--- config.mk ---
export PLATFORM = sky130hd
export DESIGN_NAME = ioroc_front
export DESIGN_NICKNAME = d
export VERILOG_FILES = /design/src/sv/ioroc_pkg.sv /design/src/sv/ioroc_front.sv
export SDC_FILE = /design/constraint.sdc
export NUM_CORES = 1
export LEC_CHECK = 0
export ABC_AREA = 1
export ABC_CLOCK_PERIOD_IN_PS = 4410
export BUFFER_PORTS_ARGS = -buffer_cell sky130_fd_sc_hd__buf_2
export CAP_MARGIN = 30
export CORE_UTILIZATION = 40
export CTS_CLUSTER_DIAMETER = 50
export DETAILED_ROUTE_END_ITERATION = 10
export HOLD_SLACK_MARGIN = 0.15
export SLEW_MARGIN = 0
export SYNTH_ARGS = -nofsm -noshare
export SYNTH_HDL_FRONTEND = slang
export SYNTH_SLANG_ARGS = --single-unit
--- constraint.sdc ---
create_clock -name clk -period 4.41 [get_ports clk]
set_input_delay 0.6615 -clock clk [delete_from_list [all_inputs] [get_ports clk]]
set_output_delay 0.6615 -clock clk [all_outputs]
set_load 0.01 [all_outputs]
--- src/sv/ioroc_pkg.sv ---
// shared types and codes for the interval overlap roc counter
// no dependencies
package ioroc_pkg;

  localparam logic [1:0] CMD_LOAD          = 2'd0;
  localparam logic [1:0] CMD_CHECK         = 2'd1;
  localparam logic [1:0] CMD_END_FILE      = 2'd2;
  localparam logic [1:0] CMD_END_THRESHOLD = 2'd3;

  typedef enum logic [1:0] {
    OP_LOAD,
    OP_CHECK,
    OP_END_FILE,
    OP_END_THRESHOLD
  } op_t;

  // status of the queue head as seen by the back end
  typedef struct packed {
    logic avail;
    op_t  op;
  } q_head_t;

endpackage

--- src/sv/ioroc_front.sv ---
// front end: accepts requests, decodes the command, holds them in a two-entry queue
// depends on ioroc_pkg
module ioroc_front #(
  parameter int POS_BITS = 32
) (
  input  logic                  clk,
  input  logic                  rst,
  input  logic                  in_valid,
  output logic                  in_stall,
  input  logic [1:0]            cmd,
  input  logic [POS_BITS-1:0]   interval_begin,
  input  logic [POS_BITS-1:0]   interval_end,
  output ioroc_pkg::q_head_t    head,
  output logic [POS_BITS-1:0]   head_begin,
  output logic [POS_BITS-1:0]   head_end,
  input  logic                  pop
);

  ioroc_pkg::op_t        op_q   [2];
  logic [POS_BITS-1:0]   beg_q  [2];
  logic [POS_BITS-1:0]   end_q  [2];
  logic                  wr_ptr;
  logic                  rd_ptr;
  logic [1:0]            fill;
  ioroc_pkg::op_t        op_dec;
  logic                  push;

  always_comb begin
    unique case (cmd)
      ioroc_pkg::CMD_LOAD:     op_dec = ioroc_pkg::OP_LOAD;
      ioroc_pkg::CMD_CHECK:    op_dec = ioroc_pkg::OP_CHECK;
      ioroc_pkg::CMD_END_FILE: op_dec = ioroc_pkg::OP_END_FILE;
      default:                 op_dec = ioroc_pkg::OP_END_THRESHOLD;
    endcase
  end

  assign in_stall   = (fill == 2'd2);
  assign push       = in_valid && !in_stall;
  assign head.avail = (fill != 2'd0);
  assign head.op    = op_q[rd_ptr];
  assign head_begin = beg_q[rd_ptr];
  assign head_end   = end_q[rd_ptr];

  always_ff @(posedge clk) begin
    if (rst) begin
      wr_ptr <= 1'b0;
      rd_ptr <= 1'b0;
      fill   <= 2'd0;
    end else begin
      if (push) begin
        op_q[wr_ptr]  <= op_dec;
        beg_q[wr_ptr] <= interval_begin;
        end_q[wr_ptr] <= interval_end;
        wr_ptr        <= !wr_ptr;
      end
      if (pop) begin
        rd_ptr <= !rd_ptr;
      end
      case ({push, pop})
        2'b10:   fill <= fill + 2'd1;
        2'b01:   fill <= fill - 2'd1;
        default: fill <= fill;
      endcase
    end
  end

endmodule

==> qor.txt, run 1 <==
fin. max-slew vios -> 0
XOR/XNOR share of the synthesized area -> 0.001696
fraction of layout cells with a size suffix above 1 -> 0.5877
Max Clock Freq -> 401.6 MHz
CTS buffer count -> 17
post-route antenna net violation count -> 0
CTS tree -> yes
total negative setup slack -> 0 ns
via density per instance -> 4.610
Worst Tran Pin Value -> 0.8158 ns
commonest cells after routing, fill and taps aside -> buf_2 (137), edfxtp_1 (132), mux2_4 (40)
post-synthesis cell area -> 0.005165 mm²
Worst-Skew Late Latency -> 0.40 ns
# clock sinks -> 137
die width -> 115.6 µm
worst path required time -> 3.75 ns
P_leak -> 2.574 nW
std cell rows -> 41
multiplexer share of the synthesized area -> 0.1730
Worst-path clk slew -> 0.05 ns
Setup Fix Bufs, Post-CTS -> 0
P per Cell Area -> 475.0 mW/mm²
RSZ-0062 raised after global routing -> false
outcome -> finished, final reports clean
post_cts resized -> 0
I/O Pins -> 138
count of hold-fix buffers inserted at cts -> 0
grt total ovfl -> 0
commonest non-fill, non-tap cell in the layout -> buf_2
fin area -> 0.006644 mm²
initial antenna violation count -> 0
critical-path maximum fanout -> 42
Final Net Count -> 463
count of different cell masters after synthesis -> 17
clock root cell -> clkbuf_16
largest net degree at the start of global routing -> 45
Yosys Warn Count -> 0
complex-gate fraction of the synthesized area -> 0.002907
Area Overhead vs Synth -> 28.63%
final setup vio count -> 0
largest family of logic cells by synthesized area -> multiplexers
Via Count -> 2660
vias in the first global route -> 2746
placed cells -> 545
final worst path period need -> 2.490 ns
effective utilization at floorplan -> 0.4093
DRT Pass-1 Iters -> 4
Max Cap Viol -> 0
post-synthesis net count -> 312
core area -> 0.01262 mm²
die extent in y -> 115.6 µm
WL per Instance -> 14.66 µm
WS Path Type -> flop to output pin
final hold violation count -> 0
Non-Filler Instances -> 577
H-Tree Depth -> 4
Diodes inserted -> 0
Seq cells post-synth -> 137
syn_area_per_cell -> 21.43 µm²
sequential cell area fraction in the yosys report -> 0.7868
total power -> 0.003156 W
CTS Buffer Depth -> 2
die area -> 0.01337 mm²
Post-Route WL -> 8460 µm
adder-cell share of the synthesized area -> 0.002422
first-pass GRT wire length -> 12820 µm
post-synthesis simple-gate area fraction -> 0.01526
worst min path class -> input pin to flop
startpoint types -> flop
Final Skew -> 0.003967 ns
CP Capture Type -> output pin
Post-DP HPWL -> 5454 µm
Worst EP arrival -> 1.83 ns
Post-DP Area -> 0.006086 mm²
normalized max-slew margin -> 0.4549
# DRC -> 0
VDD IR-drop max -> 0.2920 mV
initial detailed-routing violation count -> 110
period utilisation layout -> 0.5647
Placer Congestion -> 0.6606
IO Port Bufs -> 137
Cells after Synth -> 241
Total Routing Usage GR -> 0.1334
## logic make-up (layout without fill, tap and decap cells)
group                    count (synthesis)  count (layout)
adder cells (fa/ha/maj)                  1               1
buffers and inverters                   14             178
flip-flops                             137             137
XOR/XNOR                                 1               1
AND/OR/NAND/NOR                         19              19
multiplexers                            66              66
AO/OA/AOI/OAI                            3               3
## registers in the layout, summed over array words and instances (netlist names), named ones only
signal and count:
beg_q 64, end_q 64, op_q 4, fill 2, rd_ptr 1, wr_ptr 1
## cell usage after synthesis
cell type,count,share of area
nand4_1,1,0.0012
o21ai_0,2,0.0019
edfxtp_1,132,0.77
inv_1,5,0.0036
or2_2,1,0.0012
clkbuf_1,2,0.0015
xnor2_1,1,0.0017
a21oi_1,1,0.00097
ha_1,1,0.0024
nor2_1,8,0.0058
nand2_1,7,0.0051
mux2_4,40,0.12
mux2_2,26,0.057
buf_6,5,0.011
buf_2,2,0.0019
dfxtp_1,5,0.019
nand3_1,2,0.0019
## stage by stage
stage	hold slack (ns)	setup slack (ns)	util
final	0.4353	1.920	0.5265
after global routing	0.4204	1.825	0.5265
after CTS	0.4146	1.869	0.5265
after detailed placement	0.5058	1.978	0.4823
after global placement	0.4942	1.911	0.4801
after floorplan	0.4682	0.3033	-
## layer usage
metal | track usage | routed length [µm] | up-vias | share of wire
li1 | - | - | 1240 | -
met1 | 0.1457 | 3572 | 1304 | 0.42
met2 | 0.2240 | 4153 | 105 | 0.49
met3 | 0.05439 | 613 | 11 | 0.072
met4 | 0.06923 | 121 | 0 | 0.014
met5 | 0 | 0 | - | 0
## path summary, 6_finish.rpt
kind           start            end  slack, ns  cells after the start
min              rst           flop       0.44                      2
max             flop  head_begin[0]       1.92                      3
max reg2reg  fill[0]   end_q[1][25]       2.38                      5
min reg2reg   rd_ptr           flop       0.53                      2
## layout make-up
type,instances,area [µm²]
Clock buffer,23,457.9
Clock inverter,9,100.1
Fill cell,1077,5976
Inverter,5,18.77
Multi-Input combinational cell,90,1023
Sequential cell,137,4068
Tap cell,172,215.2
Timing Repair Buffer,141,760.7
## worst max-delay path, stage by stage (launching register included)
cell and delay (ns):
dfxtp_4 0.58, buf_16 0.31, mux2_2 0.37, buf_2 0.14
## power breakdown
part | leakage (nW) | internal [W] | total, W | switching [W]
Clock | 0.271 | 0.000840 | 0.00131 | 0.000471
Combinational | 1.05 | 0.000163 | 0.000318 | 0.000154
Sequential | 1.25 | 0.00150 | 0.00153 | 0.0000259
(Power assumes the default switching activity.)
==> run 2: changes to the inputs <==
ABC_CLOCK_PERIOD_IN_PS = 2600   (was 4410)
clock period = 2.6 ns   (was 4.41 ns; I/O delays follow)
==> run 2 against run 1 <==
  * Clock skew grew 0.0025 ns
  * Largest power group unchanged
  * Flip-flop and latch count is the same
  * Sequential power grew 68%
  * Power grew 74%
  * Worst setup slack lost 1.4 ns
  * Cell count grew 5.0%
  * Critical path type unchanged
  * Hold slack lost 0.27 ns
  * Non-clock buffer count grew 30
  * Die area is the same
==> qor.txt, run 2 (synthesis results as in run 1) <==
commonest non-fill, non-tap cell in the layout -> buf_2 (unchanged)
Worst-path clk slew -> 0.06 ns (was 0.05 ns)
post-route antenna net violation count -> 0 (unchanged)
# DRC -> 0 (unchanged)
final setup vio count -> 0 (unchanged)
first-pass GRT wire length -> 13450 µm (was 12820 µm)
WL per Instance -> 14.90 µm (was 14.66 µm)
core area -> 0.01262 mm² (unchanged)
Setup WS post-layout -> 0.5109 ns (was 1.920 ns)
CP top delay family -> buffers and inverters (was flip-flops)
normalized max-slew margin -> 0.6008 (was 0.4549)
DRT Pass-1 Iters -> 5 (was 4)
VDD IR-drop max -> 0.4642 mV (was 0.2920 mV)
period utilisation layout -> 0.8035
clock root cell -> clkbuf_16 (unchanged)
Area Overhead vs Synth -> 34.84% (was 28.63%)
cells along the critical path -> buf_4 > mux2_2 > buf_2 (was buf_16 > mux2_2 > buf_2)
fin. max-slew vios -> 0 (unchanged)
final worst path period need -> 2.089 ns
count of hold-fix buffers inserted at cts -> 28 (was 0)
reg2reg start -> fill[0] (unchanged)
Post-Route WL -> 9032 µm (was 8460 µm)
grt total ovfl -> 0 (unchanged)
I/O Pins -> 138 (unchanged)
worst min path class -> input pin to flop (unchanged)
Hold WS -> 0.1688 ns (was 0.4353 ns)
Slowest Stage Delay on Critical Path -> 0.40 ns (was 0.58 ns)
Placer Congestion -> 0.6667 (was 0.6606)
Total Routing Usage GR -> 0.1409 (was 0.1334)
Post-Place Worst Slack -> 0.7160 ns (was 1.978 ns)
Diodes inserted -> 0 (unchanged)
final hold violation count -> 0 (unchanged)
effective utilization at floorplan -> 0.4093 (unchanged)
Post-DP HPWL -> 5828 µm (was 5454 µm)
Max Cap Viol -> 0 (unchanged)
die extent in y -> 115.6 µm (unchanged)
register area -> 0.004068 mm² (unchanged)
# clock sinks -> 137 (unchanged)
startpoint types -> flop (unchanged)
std cell rows -> 41 (unchanged)
Hold Path Stages -> 1 (was 2)
critical-path maximum fanout -> 28 (was 42)
buffer and inverter count on the worst path -> 2 (unchanged)
Worst Tran Pin Value -> 0.5974 ns (was 0.8158 ns)
hold_sp -> interval_end[0] (was rst)
outcome -> finished, final reports clean (unchanged)
die width -> 115.6 µm (unchanged)
R2R cell count -> 5 (unchanged)
initial antenna violation count -> 0 (unchanged)
Via Count -> 2727 (was 2660)
P_leak -> 2.719 nW (was 2.574 nW)
CTS tree -> yes (unchanged)
CTS Buffer Depth -> 2 (unchanged)
Crit-path slowest cell -> mux2_2 (was dfxtp_4)
P per Cell Area -> 786.7 mW/mm² (was 475.0 mW/mm²)
reg2reg end -> beg_q[0][27] (was end_q[1][25])
IO Port Bufs -> 137 (unchanged)
initial detailed-routing violation count -> 106 (was 110)
worst path required time -> 2.21 ns (was 3.75 ns)
H-Tree Depth -> 4 (unchanged)
RSZ-0062 raised after global routing -> false (unchanged)
via density per instance -> 4.500 (was 4.610)
WHS Endpoint -> end_q[0][0]
largest net degree at the start of global routing -> 39 (was 45)
WS Path Type -> flop to output pin (unchanged)
Worst EP arrival -> 1.70 ns (was 1.83 ns)
post_cts resized -> 0 (unchanged)
CP Capture Type -> output pin (unchanged)
final core occ -> 0.5519 (was 0.5265)
die area -> 0.01337 mm² (unchanged)
Worst-Skew Late Latency -> 0.42 ns (was 0.40 ns)
multi-input logic area -> 0.001023 mm² (unchanged)
CTS buffer count -> 17 (unchanged)
Setup Fix Bufs, Post-CTS -> 0 (unchanged)
Max Clock Freq -> 478.7 MHz
reg2reg setup slack -> 0.83 ns (was 2.38 ns)
Final Net Count -> 493 (was 463)
total negative setup slack -> 0 ns (unchanged)
Fill cells -> 1063 (was 1077)
Final Skew -> 0.006494 ns (was 0.003967 ns)
fraction of layout cells with a size suffix above 1 -> 0.5530 (was 0.5877)
vias in the first global route -> 2821 (was 2746)
cell count along the critical path -> 3 (unchanged)
top flop regs -> beg_q (64), end_q (64), op_q (4) (unchanged)
commonest cells after routing, fill and taps aside -> buf_2 (137), edfxtp_1 (132), mux2_4 (40) (unchanged)
run 2: area by class of cell:
class,instances,area share
sequential,137,0.5841
timing repair buffer,171,0.1542
multi-input combinational,90,0.1470
clock buffer,19,0.06216
tap,172,0.03090
clock inverter,12,0.01904
inverter,5,0.002695
run 2: power breakdown:
group	internal, W	switching [W]	leakage, nW
logic	0.000310	0.000287	1.18
registers	0.00254	0.0000292	1.25
clock network	0.00148	0.000828	0.285
total	0.00433	0.00114	2.72
run 2: worst reg2reg max path, delay by kind of cell (launching register included):
family                 cells  cell delay [ns]
buffers and inverters      2             0.36
DFF                        1             0.36
and+or+nand+nor            3             0.73
run 2: per-layer routing:
metal,vias up,wire [µm],GRT usage
met4,0,221,0.08291
li1,1300,-,-
met1,1290,3674,0.1552
met3,21,751,0.05544
met5,-,0,0
met2,116,4384,0.2319
run 2: worst max-delay path by stage:
stage,from,to
after floorplan,rst,beg_q[0][0]
after global placement,rst,op_q[0][1]
after detailed placement,rst,end_q[0][28]
after CTS,flop,head_begin[0]
after global routing,flop,head_begin[18]
final,flop,head_end[31]
run 2: stage by stage:
stage,total power (W),instances,instance area (µm²)
after floorplan,0.002962,241,5180
after global placement,0.003178,547,6118
after detailed placement,0.003193,547,6118
after CTS,0.005541,606,6964
after global routing,0.005679,606,6964
final,0.005479,606,6964
